`config.mk`:
```
export PLATFORM = sky130hd
export DESIGN_NAME = mbt_ctrl
export DESIGN_NICKNAME = d
export VERILOG_FILES = /design/src/hdl/mbt_pkg.sv /design/src/hdl/mbt_ctrl.sv
export SDC_FILE = /design/constraint.sdc
export NUM_CORES = 1
export LEC_CHECK = 0
export BUFFER_PORTS_ARGS = -buffer_cell sky130_fd_sc_hd__buf_2
export CORE_AREA = 3 3 206 128
export CTS_CLUSTER_DIAMETER = 120
export DETAILED_ROUTE_END_ITERATION = 12
export DIE_AREA = 0 0 209 131
export PLACE_DENSITY = 0.8
export SLEW_MARGIN = 20
export SYNTH_ARGS = -nofsm -noshare
export SYNTH_HDL_FRONTEND = slang
export SYNTH_SLANG_ARGS = --single-unit
```
`constraint.sdc`:
```
create_clock -name clk -period 4.83 [get_ports clk]
set_input_delay 0.7245 -clock clk [delete_from_list [all_inputs] [get_ports clk]]
set_output_delay 0.7245 -clock clk [all_outputs]
set_load 0.02 [all_outputs]
```
`src/hdl/mbt_pkg.sv`:
```
`timescale 1ns / 1ps
// ----------------------------------------------------------------------------
// mbt_pkg
// Types and constants for the modular binomial table core.
// ----------------------------------------------------------------------------
package mbt_pkg;

    localparam int unsigned ModW = 30;
    localparam int unsigned SizeW = 17;
    localparam int unsigned MaxN = 65536;
    localparam logic [ModW-1:0] ModReset = 30'd998244353;

    typedef enum logic [2:0] {
        CMD_BUILD = 3'd0,
        CMD_FACT  = 3'd1,
        CMD_IFACT = 3'd2,
        CMD_BINOM = 3'd3,
        CMD_POWER = 3'd4
    } cmd_e;

    localparam logic REG_TABLE_SIZE = 1'b0;
    localparam logic REG_MODULUS    = 1'b1;

    typedef struct packed {
        logic [2:0]  command;
        logic [19:0] index_n;
        logic [19:0] index_k;
        logic [30:0] base;
        logic [30:0] exponent;
    } in_word_t;

    typedef struct packed {
        logic [29:0] value;
        logic        error;
    } out_word_t;

    // datapath operations driven by the controller
    typedef enum logic [3:0] {
        OP_NONE,
        OP_LOAD_ONE,   // acc <= 1 mod m
        OP_MUL_ACC_I,  // acc <= acc * i
        OP_MUL_ACC_RD, // acc <= acc * rdata
        OP_MUL_P_P,    // p <= p * p
        OP_MUL_ACC_P,  // acc <= acc * p
        OP_LOAD_P_ACC, // p <= acc, acc <= 1 mod m
        OP_LOAD_P_BASE,// p <= base mod m on the multiplier
        OP_LOAD_ACC_RD // acc <= rdata
    } op_e;

    typedef enum logic [4:0] {
        ST_IDLE, ST_F_INIT, ST_F_MUL, ST_F_WAIT, ST_INV_INIT, ST_PW_CHK,
        ST_PW_MUL, ST_PW_SQ, ST_I_WR, ST_I_MUL, ST_I_WAIT, ST_MUL_ZERO_WR,
        ST_Q_RD, ST_Q_RDW, ST_Q_B1, ST_Q_B1W, ST_Q_B2, ST_Q_B2W, ST_Q_B3W,
        ST_P_RED, ST_P_REDW, ST_DONE
    } state_e;

    typedef struct packed {
        op_e         op;
        logic        mod_sel_cur;  // use current modulus, else latched
        logic        fact_we;
        logic        ifact_we;
        logic        rd_ifact;
        logic [16:0] addr;
        logic        mul_start;
    } dp_cmd_t;

    typedef struct packed {
        logic mul_busy;
    } dp_stat_t;

endpackage

```
`src/hdl/mbt_ctrl.sv`:
```
`timescale 1ns / 1ps
// ----------------------------------------------------------------------------
// mbt_ctrl
// Command sequencer for build, table queries, binomial and power.
// ----------------------------------------------------------------------------
module mbt_ctrl
    import mbt_pkg::*;
(
    input  logic            clk,
    input  logic            rst_n,
    input  logic            start,
    input  in_word_t        operand,
    input  logic [SizeW-1:0] table_size,
    input  logic [ModW-1:0] modulus,
    input  dp_stat_t        stat,
    input  logic [ModW-1:0] acc,
    output dp_cmd_t         cmd,
    output logic [ModW-1:0] mod_cur,
    output logic [ModW-1:0] mod_lat,
    output logic [ModW-1:0] mul_i,
    output logic [30:0]     base,
    output logic            busy,
    output logic            done,
    output out_word_t       result
);

    state_e state_reg, state_next;
    in_word_t op_reg;
    logic [SizeW-1:0] i_reg, i_next;
    logic [SizeW-1:0] top_reg, top_next;
    logic [SizeW-1:0] built_reg, built_next;
    logic built_ok_reg, built_ok_next;
    logic [ModW-1:0] mlat_reg, mlat_next;
    logic [30:0] e_reg, e_next;
    logic err_reg, err_next;
    logic zero_val_reg, zero_val_next;
    logic [ModW-1:0] meff;
    logic [19:0] nk;

    assign meff = (modulus < 30'd2) ? 30'd2 : modulus;
    assign mod_cur = meff;
    assign mod_lat = mlat_reg;
    assign mul_i = ModW'(i_reg);
    assign base = op_reg.base;
    assign nk = op_reg.index_n - op_reg.index_k;

    always_ff @(posedge clk or negedge rst_n)
    begin
        if (!rst_n)
        begin
            state_reg <= ST_IDLE;
            built_reg <= '0;
            built_ok_reg <= 1'b0;
            mlat_reg <= 30'd2;
        end
        else
        begin
            state_reg <= state_next;
            built_reg <= built_next;
            built_ok_reg <= built_ok_next;
            mlat_reg <= mlat_next;
        end
    end

    always_ff @(posedge clk)
    begin
        if (start && state_reg == ST_IDLE)
            op_reg <= operand;
        i_reg <= i_next;
        top_reg <= top_next;
        e_reg <= e_next;
        err_reg <= err_next;
        zero_val_reg <= zero_val_next;
    end

    always_comb
    begin
        state_next = state_reg;
        i_next = i_reg;
        top_next = top_reg;
        built_next = built_reg;
        built_ok_next = built_ok_reg;
        mlat_next = mlat_reg;
        e_next = e_reg;
        err_next = err_reg;
        zero_val_next = zero_val_reg;
        cmd = '0;
        cmd.op = OP_NONE;
        done = 1'b0;
        unique case (state_reg)
            ST_IDLE:
            begin
                if (start)
                begin
                    err_next = 1'b0;
                    zero_val_next = 1'b0;
                    unique case (operand.command)
                        CMD_BUILD:
                        begin
                            top_next = (table_size > SizeW'(MaxN)) ? SizeW'(MaxN)
                                                                   : table_size;
                            mlat_next = meff;
                            state_next = ST_F_INIT;
                        end
                        CMD_FACT, CMD_IFACT:
                        begin
                            if (!built_ok_reg || operand.index_n > 20'(built_reg))
                            begin
                                err_next = 1'b1;
                                state_next = ST_DONE;
                            end
                            else
                                state_next = ST_Q_RD;
                        end
                        CMD_BINOM:
                        begin
                            if (!built_ok_reg || operand.index_k > operand.index_n
                                || operand.index_n > 20'(built_reg))
                            begin
                                err_next = 1'b1;
                                state_next = ST_DONE;
                            end
                            else
                                state_next = ST_Q_B1;
                        end
                        CMD_POWER:
                            state_next = ST_P_RED;
                        default:
                        begin
                            err_next = 1'b1;
                            state_next = ST_DONE;
                        end
                    endcase
                end
            end
            ST_F_INIT:
            begin
                cmd.op = OP_LOAD_ONE;
                i_next = SizeW'(1);
                state_next = ST_F_WAIT;
                zero_val_next = 1'b1;
            end
            ST_F_WAIT:
            begin
                // write fact[i-1] from acc, then multiply by i
                cmd.mod_sel_cur = 1'b0;
                cmd.addr = i_reg - SizeW'(1);
                cmd.fact_we = 1'b1;
                if (i_reg > top_reg)
                    state_next = ST_INV_INIT;
                else
                begin
                    cmd.op = OP_MUL_ACC_I;
                    cmd.mul_start = 1'b1;
                    state_next = ST_F_MUL;
                end
            end
            ST_F_MUL:
            begin
                cmd.op = OP_MUL_ACC_I;
                if (!stat.mul_busy)
                begin
                    i_next = i_reg + SizeW'(1);
                    state_next = ST_F_WAIT;
                end
            end
            ST_INV_INIT:
            begin
                // p <= fact[top]; acc <= 1; exponent m-2
                cmd.op = OP_LOAD_P_ACC;
                e_next = {1'b0, mlat_reg - 30'd2};
                state_next = ST_PW_CHK;
                i_next = top_reg;
            end
            ST_PW_CHK:
            begin
                if (e_reg == '0)
                begin
                    if (op_reg.command == CMD_POWER)
                        state_next = ST_DONE;
                    else
                        state_next = ST_I_WR;
                end
                else if (e_reg[0])
                begin
                    cmd.op = OP_MUL_ACC_P;
                    cmd.mul_start = 1'b1;
                    state_next = ST_PW_MUL;
                end
                else
                begin
                    cmd.op = OP_MUL_P_P;
                    cmd.mul_start = 1'b1;
                    state_next = ST_PW_SQ;
                end
                cmd.mod_sel_cur = (op_reg.command == CMD_POWER);
            end
            ST_PW_MUL:
            begin
                cmd.mod_sel_cur = (op_reg.command == CMD_POWER);
                if (!stat.mul_busy)
                begin
                    cmd.op = OP_MUL_P_P;
                    cmd.mul_start = 1'b1;
                    state_next = ST_PW_SQ;
                end
            end
            ST_PW_SQ:
            begin
                cmd.mod_sel_cur = (op_reg.command == CMD_POWER);
                if (!stat.mul_busy)
                begin
                    e_next = e_reg >> 1;
                    state_next = ST_PW_CHK;
                end
            end
            ST_I_WR:
            begin
                cmd.addr = i_reg;
                cmd.ifact_we = 1'b1;
                if (i_reg <= SizeW'(1))
                    state_next = ST_I_WAIT;
                else
                begin
                    cmd.op = OP_MUL_ACC_I;
                    cmd.mul_start = 1'b1;
                    state_next = ST_I_MUL;
                end
            end
            ST_I_MUL:
            begin
                if (!stat.mul_busy)
                begin
                    i_next = i_reg - SizeW'(1);
                    state_next = ST_I_WR;
                end
            end
            ST_I_WAIT:
            begin
                // inverse factorial of zero is one
                cmd.op = OP_LOAD_ONE;
                state_next = ST_MUL_ZERO_WR;
            end
            ST_MUL_ZERO_WR:
            begin
                cmd.addr = '0;
                cmd.ifact_we = 1'b1;
                built_next = top_reg;
                built_ok_next = 1'b1;
                state_next = ST_DONE;
            end
            ST_Q_RD:
            begin
                cmd.addr = SizeW'(op_reg.index_n);
                cmd.rd_ifact = (op_reg.command == CMD_IFACT);
                state_next = ST_Q_RDW;
            end
            ST_Q_RDW:
            begin
                cmd.op = OP_LOAD_ACC_RD;
                state_next = ST_DONE;
            end
            ST_Q_B1:
            begin
                cmd.addr = SizeW'(op_reg.index_n);
                state_next = ST_Q_B1W;
            end
            ST_Q_B1W:
            begin
                cmd.op = OP_LOAD_ACC_RD;
                cmd.addr = SizeW'(op_reg.index_k);
                cmd.rd_ifact = 1'b1;
                state_next = ST_Q_B2;
            end
            ST_Q_B2:
            begin
                cmd.op = OP_MUL_ACC_RD;
                cmd.mul_start = 1'b1;
                cmd.addr = SizeW'(nk);
                cmd.rd_ifact = 1'b1;
                state_next = ST_Q_B2W;
            end
            ST_Q_B2W:
            begin
                cmd.addr = SizeW'(nk);
                cmd.rd_ifact = 1'b1;
                if (!stat.mul_busy)
                begin
                    cmd.op = OP_MUL_ACC_RD;
                    cmd.mul_start = 1'b1;
                    state_next = ST_Q_B3W;
                end
            end
            ST_Q_B3W:
            begin
                cmd.addr = SizeW'(nk);
                cmd.rd_ifact = 1'b1;
                if (!stat.mul_busy)
                    state_next = ST_DONE;
            end
            ST_P_RED:
            begin
                // reduce the base below the current modulus on the multiplier
                cmd.mod_sel_cur = 1'b1;
                cmd.op = OP_LOAD_P_BASE;
                cmd.mul_start = 1'b1;
                e_next = op_reg.exponent;
                state_next = ST_P_REDW;
            end
            ST_P_REDW:
            begin
                cmd.mod_sel_cur = 1'b1;
                if (!stat.mul_busy)
                begin
                    cmd.op = OP_LOAD_ONE;
                    state_next = ST_PW_CHK;
                end
            end
            ST_DONE:
            begin
                done = 1'b1;
                state_next = ST_IDLE;
            end
            default:
                state_next = ST_IDLE;
        endcase
    end

    assign busy = (state_reg != ST_IDLE);
    assign result.value = (err_reg || zero_val_reg) ? '0 : acc;
    assign result.error = err_reg;

endmodule

```
==> metrics.md, run 1 <==
| Metric | Value |
|---|---|
| # setup viols final | `0` |
| Post-synthesis mux area share | `2.654%` |
| Post-Synth Simple-Gate Area | `14.90%` |
| Worst VDD drop | `329.8 µV` |
| CTS Buf Count | `22` |
| Layout cells sized above 1 | `29.08%` |
| Filler cells | `2071` |
| RSZ-0062 raised after global routing | `no` |
| Worst min-delay path category | `in2async` |
| CTS resizes | `0` |
| CP delay by family, top | `compound AO/OA/AOI/OAI gates` |
| Max reg flops | `68` |
| Clock tree root driver cell | `clkbuf_16` |
| Cell variety after synth | `67` |
| Register area share after synthesis | `48.69%` |
| Vias/cell | `about 6` |
| Pleak | `between 6 and 7 nW` |
| Post-Place Cell Area | `between 0.01 and 0.015 mm²` |
| Vias | `roughly 11000` |
| Drt pass-1 iters | `8` |
| DRC errors left | `0` |
| Starting Density | `roughly 52%` |
| Drt initial violations | `1390` |
| Rel. slew slack | `27.55%` |
| Setup Buffers After CTS | `0` |
| Crit Path Class | `reg2out` |
| Commonest non-fill, non-tap cell in the layout | `buf_2` |
| Worst Path Arrival | `3.85 ns` |
| DIE AREA | `0.02738 mm²` |
| CP max FO | `3` |
| Mean post-synth cell area | `10.33 µm²` |
| Int Pwr | `0.004926 W` |
| CTS tree | `done` |
| Post-route cell area | `0.01538 mm²` |
| Final nets | `roughly 1800` |
| N_diodes | `0` |
| Core area | `0.02477 mm²` |
| WL/cell | `22.15 µm` |
| GR Overflow Total | `0` |
| Met3 Resource Use GR | `7.969%` |
| Largest net degree at the start of global routing | `slightly above 60` |
| Die Y | `131 µm` |
| I/O Buffers | `352` |
| Type of origin of the critical path | `flip-flop` |
| Die width | `209 µm` |
| Switching part of the total | `42.91%` |
| WP data required | `4.11 ns` |
| Initial antenna violation count | `0` |
| Critical Path End Type | `output port` |
| Worst-path clk slew | `0.07 ns` |
| Layout Cells excl Fill | `1880` |
| Most used routing layer | `met1` |
| Register area | `approximately 0.0063 mm²` |
| Sequential group share of total power | `40.1%` |
| WL final | `41.64 mm` |
| Row Count | `45` |
| Worst-margin pin slew | `1.073 ns` |
| Clock latency on the worst-skew pair | `~0.52 ns` |
| Hold Buf Count CTS | `0` |
| Fin Setup TNS | `0 ns` |
| Primary FF master, synth | `edfxtp_1` |
| Switch Pwr | `0.003703 W` |
| H-tree Lvls | `1` |
| All-Layer GR Usage | `28.88%` |
| Largest family of logic cells by synthesized area | `simple AND/OR/NAND/NOR gates` |
| Status | `finished clean` |
| DP Cell Count | `roughly 1800` |
| Xor and xnor area share after synthesis | `3.986%` |
| DP Wirelength | `31.71 mm` |
| Placer Congestion | `0.9798` |
| PD cells | `561.0 mW/mm²` |
| Clock Tree Buf Depth | `3` |
| Vias in the first global route | `around 10000` |
| M2 GR Usage | `40.99%` |
| Final period util | `between 90% and 100%` |
| Synth warnings | `0` |
| Gate power share | `41.1%` |
| Mapped cell area | `between 0.01 and 0.015 mm²` |
| Fin. max-slew vios | `0` |
| Most frequent cells in the layout | `352 x buf_2, 166 x edfxtp_1, 88 x inv_1` |
| Syn Inst Count | `1255` |
| Area of the multi-input gates | `around 0.0057 mm²` |
| Slowest cell on the critical path | `a31oi_1` |
| # IOs | `~370` |
| Adder-Cell Fraction of Synth Area | `7.297%` |
| Clock Skew | `around 0.015 ns` |
| Max-Cap Viols | `0` |
| Compound-Gate Fraction of Synth Area | `approximately 15%` |
| Post-synth EDFFs | `166` |
| First-pass GRT wire length | `61.20 mm` |
| Final WS setup | `0.2511 ns` |
| Worst path max stage delay | `0.46 ns` |
| Area growth from synthesis to layout | `18.64%` |
| Max Fclk | `between 0.2 and 0.25 GHz` |
| Hold Violations, Final | `0` |
| Clk pwr share | `18.8%` |
| Fin crit period | `~4.6 ns` |
| Clock sink count | `219` |
| PnR Total Power | `0.008629 W` |
| GRT met1 Usage | `43.34%` |
| #FFs+latches synth | `219` |
| Antenna viol nets, final | `0` |
| Crit-path cells | `inv_1 -> ha_1 -> inv_1 -> fa_1 -> a211oi_1 -> o21ai_0 -> a31oi_1 -> o21ai_0 -> a221oi_1 -> mux2i_1 -> nor2_1 -> buf_2` |
| Ys async rst share | `24.20%` |
| Setup Slack @ Placement | `~0.95 ns` |
| Buffers & Inverters on Critical Path | `3` |
[layout make-up]
type	instances	area share, %
Timing Repair Buffer	371	12.38
Sequential cell	219	41.04
Clock inverter	12	0.4474
Tap cell	329	2.677
Multi-Input combinational cell	830	37.35
Inverter	91	2.237
Clock buffer	28	3.864
[power groups by stage]
stage	combinational (W)	clock [W]	sequential [W]
global placement	0.00341	0	0.00343
CTS	0.00351	0.00165	0.00343
floorplan	0.00231	0	0.00336
finish	0.00355	0.00162	0.00346
detailed placement	0.00349	0	0.00346
global route	0.00386	0.00171	0.00353
[synth_stat cells (all sizes together), types with 14 or more instances]
cell type / instances / area, µm²
edfxtp: 166 / 4985
inv: 89 / 334.1
o21ai: 79 / 395.4
nand2: 78 / 292.8
clkbuf: 75 / 281.5
ha: 74 / 925.9
nor2: 67 / 251.5
a21oi: 52 / 260.3
buf: 52 / 366.6
dfrtp: 52 / 1301
xnor2: 39 / 341.6
and2: 37 / 231.5
a22oi: 35 / 262.8
nor3: 35 / 191.4
nor4: 32 / 215.2
nand3: 30 / 150.1
mux2: 27 / 304.0
nor2b: 27 / 168.9
xor2: 20 / 175.2
o221ai: 16 / 140.1
a221o: 15 / 150.1
nand4: 15 / 93.84
a21o: 14 / 105.1
[metrics by stage]
stage          hold WS, ns  utilization (%)
2_1_floorplan       0.4289                -
3_3_place_gp        0.4645            59.39
3_5_place_dp        0.4702            59.39
4_1_cts             0.3566            62.07
5_1_grt             0.3607            62.08
6_report            0.3617            62.08
[per-layer routing]
layer	vias to the layer above	routed length (µm)
met5	-	0
met4	0	1092
met3	82	4911
met2	700	17430
met1	5471	18200
li1	5130	-
[cell families after synthesis]
kind of cell	count (synthesis)
AND/OR/NAND/NOR	369
AO/OA/AOI/OAI	283
flip-flops	219
buffers and inverters	218
adder cells (fa/ha/maj)	75
XOR/XNOR	59
multiplexers	31
other	1
[worst paths after layout]
path                            cells after the start  slack, ns             to           from
worst max-delay path                               12       0.25        cmd[17]     op_reg[82]
worst max register to register                      9       1.47   state_reg[4]  built_reg[15]
min in group clk                                    1       0.38       base[16]    operand[47]
max in group asynchronous                           2       3.94  built_reg[11]          rst_n
worst min register to register                      2       0.49   built_reg[8]   built_reg[8]
worst min-delay path                                2       0.36    mod_lat[27]          rst_n
Note: power is estimated with default switching activity, not from simulation.
==> run 2, diff against run 1 <==
--- a/config.mk
+++ b/config.mk
@@ -6,11 +6,11 @@
 export NUM_CORES = 1
 export LEC_CHECK = 0
 export BUFFER_PORTS_ARGS = -buffer_cell sky130_fd_sc_hd__buf_2
-export CORE_AREA = 3 3 206 128
+export CORE_AREA = 3 3 203 125
 export CTS_CLUSTER_DIAMETER = 120
 export DETAILED_ROUTE_END_ITERATION = 12
-export DIE_AREA = 0 0 209 131
-export PLACE_DENSITY = 0.8
+export DIE_AREA = 0 0 206 128
+export PLACE_DENSITY = 0.83
 export SLEW_MARGIN = 20
 export SYNTH_ARGS = -nofsm -noshare
 export SYNTH_HDL_FRONTEND = slang
==> constraint.sdc (replaced) <==
create_clock -name clk -period 5.85 [get_ports clk]
set_input_delay 0.8775 -clock clk [delete_from_list [all_inputs] [get_ports clk]]
set_output_delay 0.8775 -clock clk [all_outputs]
set_load 0.02 [all_outputs]
==> metrics.md, run 2 (synthesized netlist as in run 1, its figures left out) <==
| Metric | Value |
|---|---|
| Worst VDD drop | `between 200 and 300 µV` |
| Crit Path Class | `reg2out` |
| Setup Buffers After CTS | `0` |
| RSZ-0062 raised after global routing | `no` |
| Hold Buf Count CTS | `0` |
| Final period util | `83.86%` |
| Max reg flops | `68` |
| Int Pwr | `0.004099 W` |
| Setup crit start | `op_reg[82]` |
| Hold Slack | `~0.49 ns` |
| Pleak | `6.647 nW` |
| Row Count | `43` |
| Commonest non-fill, non-tap cell in the layout | `buf_2` |
| Placer Congestion | `0.9867` |
| H-tree Lvls | `1` |
| Status | `finished clean` |
| Critical path endpoint | `cmd[17]` |
| Switch Pwr | `0.003092 W` |
| Util after Layout | `65.73%` |
| Vias in the first global route | `10580` |
| Die Y | `between 100 and 150 µm` |
| Gate power share | `about 40%` |
| Largest net degree at the start of global routing | `66` |
| Area growth from synthesis to layout | `18.40%` |
| Drt initial violations | `1222` |
| PD cells | `468.5 mW/mm²` |
| WL final | `41.46 mm` |
| Sequential group share of total power | `40.4%` |
| Fin crit period | `4.906 ns` |
| WP data required | `4.97 ns` |
| R2r endpoint | `e_reg[4]` |
| Clock latency on the worst-skew pair | `around 0.53 ns` |
| GR Overflow Total | `0` |
| Antenna viol nets, final | `0` |
| CTS tree | `done` |
| WL/cell | `22.30 µm` |
| DP Wirelength | `31.46 mm` |
| Layout cells sized above 1 | `28.78%` |
| DRC errors left | `0` |
| Max Fclk | `0.2039 GHz` |
| DIE AREA | `approximately 0.026 mm²` |
| Clock Skew | `0.01879 ns` |
| Final WS setup | `0.9445 ns` |
| Critical R2R Launch | `state_reg[4]` |
| Hold Violations, Final | `0` |
| Clock tree root driver cell | `clkbuf_16` |
| PnR Total Power | `0.007191 W` |
| Clock Tree Buf Depth | `3` |
| Final nets | `1788` |
| Fin. max-slew vios | `0` |
| Initial antenna violation count | `1` |
| Worst-path clk slew | `0.07 ns` |
| I/O Buffers | `roughly 350` |
| Worst-margin pin slew | `1.057 ns` |
| Critical Path End Type | `output port` |
| Switching part of the total | `43.00%` |
| Core area | `0.02335 mm²` |
| Starting Density | `55.52%` |
| Worst Path Arrival | `between 4 and 5 ns` |
| First-pass GRT wire length | `roughly 61 mm` |
| Clock sink count | `about 220` |
| All-Layer GR Usage | `around 30%` |
| CP max FO | `3` |
| CTS resizes | `0` |
| Die width | `206 µm` |
| # setup viols final | `0` |
| CTS Buf Count | `22` |
| Fin Setup TNS | `0 ns` |
| Max-Cap Viols | `0` |
| R2R depth | `6` |
| # IOs | `366` |
| R2r setup slk | `2.15 ns` |
| Type of origin of the critical path | `flip-flop` |
| Vias | `11400` |
| Setup Slack @ Placement | `around 1.7 ns` |
| Rel. slew slack | `29.25%` |
| Drt pass-1 iters | `7` |
| Clk pwr share | `around 20%` |
| Vias/cell | `slightly above 6` |
| Most frequent cells in the layout | `352 x buf_2, 166 x edfxtp_1, 88 x inv_1` |
| Worst min-delay path category | `in2async` |
==> run 2: cell types whose count changed in the layout (fill, tap and decap cells not counted), sizes merged <==
cell | before | now
clkbuf | 28 | 29
diode | 0 | 1
bufinv | 0 | 1
clkinv | 12 | 11
clkinvlp | 2 | 1
inv | 89 | 90
buf | 371 | 362
==> run 2: power groups by stage <==
stage / sequential (W) / clock, W / combinational, W
6_report: 0.00291 / 0.00141 / 0.00288
5_1_grt: 0.00296 / 0.00148 / 0.00311
4_1_cts: 0.00288 / 0.00141 / 0.00283
3_5_place_dp: 0.00290 / 0 / 0.00281
3_3_place_gp: 0.00289 / 0 / 0.00273
2_1_floorplan: 0.00278 / 0 / 0.00191
==> run 2: area by class of cell <==
| class | count | area, µm² |
|---|---|---|
| repair buffers | 363 | 1844 |
| diodes | 1 | 2.502 |
| multi-input cells | 830 | 5758 |
| clock buffers | 28 | 604.3 |
| clock inverters | 12 | 88.84 |
| flip-flops and latches | 219 | 6312 |
| fillers | 1882 | 8001 |
| well taps | 315 | 394.1 |
| inverters | 91 | 344.1 |
==> run 2: how the worst min path moves through the flow <==
stage                   end  slack, ns  depth (start not counted)
2_1_floorplan  built_ok_reg       0.45                          1
5_1_grt           op_reg[0]       0.50                          1
4_1_cts        built_reg[5]       0.49                          2
3_3_place_gp   built_reg[5]       0.47                          2
6_report         mod_lat[8]       0.49                          2
3_5_place_dp   built_reg[5]       0.47                          2
==> run 2: stage by stage <==
step | instances | cell area, µm²
6_report | 1859 | 15350
5_1_grt | 1859 | 15350
4_1_cts | 1857 | 15330
3_5_place_dp | 1817 | 14640
3_3_place_gp | 1817 | 14640
2_1_floorplan | 1267 | 13010
==> run 2: metal layers <==
layer | vias up | global-route usage (%) | share of wire (%)
li1 | 5106 | - | -
met1 | 5416 | 44.81 | 42
met2 | 801 | 43.00 | 42
met3 | 73 | 10.18 | 14
met4 | 0 | 6.778 | 1.8
met5 | - | 0 | 0
==> run 2: worst max-delay path, cell delays in order, from the launching register on <==
cell and delay, ns:
edfxtp_1 0.39, inv_1 0.07, ha_1 0.16, inv_1 0.06, fa_1 0.43, a211oi_1 0.41
o21ai_0 0.28, a31oi_1 0.43, o21ai_0 0.31, a221oi_1 0.47, mux2i_1 0.25, nor2_1 0.07
buf_2 0.16
==> run 3, diff against run 2 <==
--- a/config.mk
+++ b/config.mk
@@ -6,11 +6,11 @@
 export NUM_CORES = 1
 export LEC_CHECK = 0
 export BUFFER_PORTS_ARGS = -buffer_cell sky130_fd_sc_hd__buf_2
-export CORE_AREA = 3 3 203 125
+export CORE_AREA = 3 3 217 134
 export CTS_CLUSTER_DIAMETER = 120
 export DETAILED_ROUTE_END_ITERATION = 12
-export DIE_AREA = 0 0 206 128
-export PLACE_DENSITY = 0.83
+export DIE_AREA = 0 0 220 137
+export PLACE_DENSITY = 0.76
 export SLEW_MARGIN = 20
 export SYNTH_ARGS = -nofsm -noshare
 export SYNTH_HDL_FRONTEND = slang
==> constraint.sdc (replaced) <==
create_clock -name clk -period 4.3 [get_ports clk]
set_input_delay 0.645 -clock clk [delete_from_list [all_inputs] [get_ports clk]]
set_output_delay 0.645 -clock clk [all_outputs]
set_load 0.02 [all_outputs]
==> metrics.md, run 3 (synthesized netlist as in run 1, its figures left out) <==
| Metric | Value |
|---|---|
| Status | `finished clean` |
| Most frequent cells in the layout | `352 x buf_2, 166 x edfxtp_1, 88 x inv_1` |
| Rel. slew slack | `21.50%` |
| Vias in the first global route | `about 10000` |
| Critical Path End Type | `output port` |
| I/O Buffers | `352` |
| CP max FO | `3` |
| Hold Violations, Final | `0` |
| Max-Cap Viols | `0` |
| DRC errors left | `0` |
| Post-Place Cell Area | `approximately 0.015 mm²` |
| Pleak | `6.750 nW` |
| Largest net degree at the start of global routing | `59` |
| H-tree Lvls | `1` |
| Type of origin of the critical path | `flip-flop` |
| Post-route cell area | `between 0.015 and 0.02 mm²` |
| Worst VDD drop | `316.8 µV` |
| Drt initial violations | `between 1000 and 1500` |
| Die width | `220 µm` |
| PD cells | `637.1 mW/mm²` |
| # setup viols final | `0` |
| Worst path max stage delay | `0.45 ns` |
| Clock tree root driver cell | `clkbuf_16` |
| GR Overflow Total | `0` |
| Fin. max-slew vios | `0` |
| Drt pass-1 iters | `8` |
| Crit Path Class | `reg2out` |
| Layout cells sized above 1 | `29.66%` |
| Area growth from synthesis to layout | `20.27%` |
| Switch Pwr | `between 0.004 and 0.005 W` |
| Placer Congestion | `0.9704` |
| Clock Tree Buf Depth | `3` |
| Slowest cell on the critical path | `fa_1` |
| Starting Density | `a little under half` |
| Initial antenna violation count | `3` |
| Max reg flops | `a little under 70` |
| All-Layer GR Usage | `27.51%` |
| Commonest non-fill, non-tap cell in the layout | `buf_2` |
| Setup Buffers After CTS | `0` |
| Antenna viol nets, final | `0` |
| DIE AREA | `approximately 0.030 mm²` |
| Clock Skew | `0.005934 ns` |
| DP Wirelength | `32.82 mm` |
| CTS tree | `done` |
| WL/cell | `roughly 22 µm` |
| Worst-path clk slew | `0.06 ns` |
| Sequential group share of total power | `38.3%` |
| Crit-path cells | `inv_1 -> ha_1 -> inv_1 -> fa_1 -> a211oi_2 -> o21ai_0 -> a31oi_2 -> o21ai_1 -> a31oi_1 -> xor2_1 -> o221ai_1 -> buf_2` |
| Vias/cell | `a little under 6` |
| Fin Setup TNS | `0 ns` |
| Clock latency on the worst-skew pair | `0.52 ns` |
| Final period util | `96.23%` |
| Max Fclk | `0.2417 GHz` |
| Gate power share | `between 40% and 50%` |
| Fin crit period | `4.138 ns` |
| WP data required | `~3.7 ns` |
| Clock sink count | `219` |
| Worst min-delay path category | `in2async` |
| Int Pwr | `0.005718 W` |
| Clk pwr share | `19.7%` |
| Core area | `between 0.02 and 0.03 mm²` |
| R2r setup slk | `approximately 1.1 ns` |
| Worst Path Arrival | `3.49 ns` |
| Row Count | `47` |
| Die Y | `137 µm` |
| Critical path's most frequent cell | `inv_1` |
| Vias | `11310` |
| # IOs | `366` |
| Switching part of the total | `42.43%` |
| Final nets | `1805` |
| R2R depth | `9` |
| RSZ-0062 raised after global routing | `yes` |
| Hold Buf Count CTS | `0` |
| Worst-margin pin slew | `roughly 1.2 ns` |
| CTS Buf Count | `23` |
| WL final | `42.90 mm` |
| First-pass GRT wire length | `~63 mm` |
-- run 3: final timing paths --
kind | to | start
hold reg to reg | built_reg[1] | built_reg[1]
hold / removal | mod_lat[6] | rst_n
max in group asynchronous | built_reg[0] | rst_n
setup reg to reg | e_reg[27] | mod_lat[2]
setup / recovery | cmd[15] | op_reg[82]
min in group clk | base[17] | operand[48]
-- run 3: power groups by stage --
| stage | sequential [W] | clock [W] | combinational, W |
|---|---|---|---|
| floorplan | 0.00378 | 0 | 0.00259 |
| global placement | 0.00378 | 0 | 0.00400 |
| detailed placement | 0.00382 | 0 | 0.00408 |
| CTS | 0.00378 | 0.00199 | 0.00410 |
| global route | 0.00389 | 0.00208 | 0.00452 |
| finish | 0.00381 | 0.00196 | 0.00416 |
-- run 3: area by class of cell --
| type | count | area, µm² |
|---|---|---|
| Clock buffer | 37 | 699.4 |
| Inverter | 91 | 344.1 |
| Tap cell | 367 | 459.2 |
| Fill cell | 2370 | 11700 |
| Antenna cell | 1 | 2.502 |
| Sequential cell | 219 | 6312 |
| Multi-Input combinational cell | 830 | 5766 |
| Clock inverter | 5 | 31.28 |
| Timing Repair Buffer | 379 | 1977 |
-- run 3: stage by stage --
stage          instances  utilization (%)  total power [W]  worst slack (ns)  hold slack [ns]
2_1_floorplan       1267                -         0.006369            0.7101           0.3494
3_3_place_gp        1886            54.36         0.007780            0.4854           0.4663
3_5_place_dp        1886            54.36         0.007896            0.4619           0.4748
4_1_cts             1928            57.06         0.009876           0.02719           0.2683
5_1_grt             1928            57.13          0.01049         -0.008776           0.2699
6_report            1929            57.14         0.009933            0.1619           0.2728
-- run 3: routing by layer --
metal  GRT usage [%]  wire length (µm)  vias to the layer above
met5               0                 9                        -
met4           7.003               878                        2
met3           7.988              5555                       74
li1                -                 -                     5152
met2           38.13             17610                      695
met1           41.84             18850                     5391
-- run 3: repair_timing --
| item | 4_1_cts | 5_1_grt |
|---|---|---|
| endpoints found under the setup margin | 2 | 3 |
| resized for setup | 1 | 3 |
| pin swaps | 1 | 0 |
-- run 3: worst max-delay path, delay by kind of cell, from the launching register on --
kind,cells,cell delay [ns]
flops,1,0.39
compound gates,6,1.46
fa+ha+maj,2,0.61
buf+inv,3,0.33
xor+xnor,1,0.18
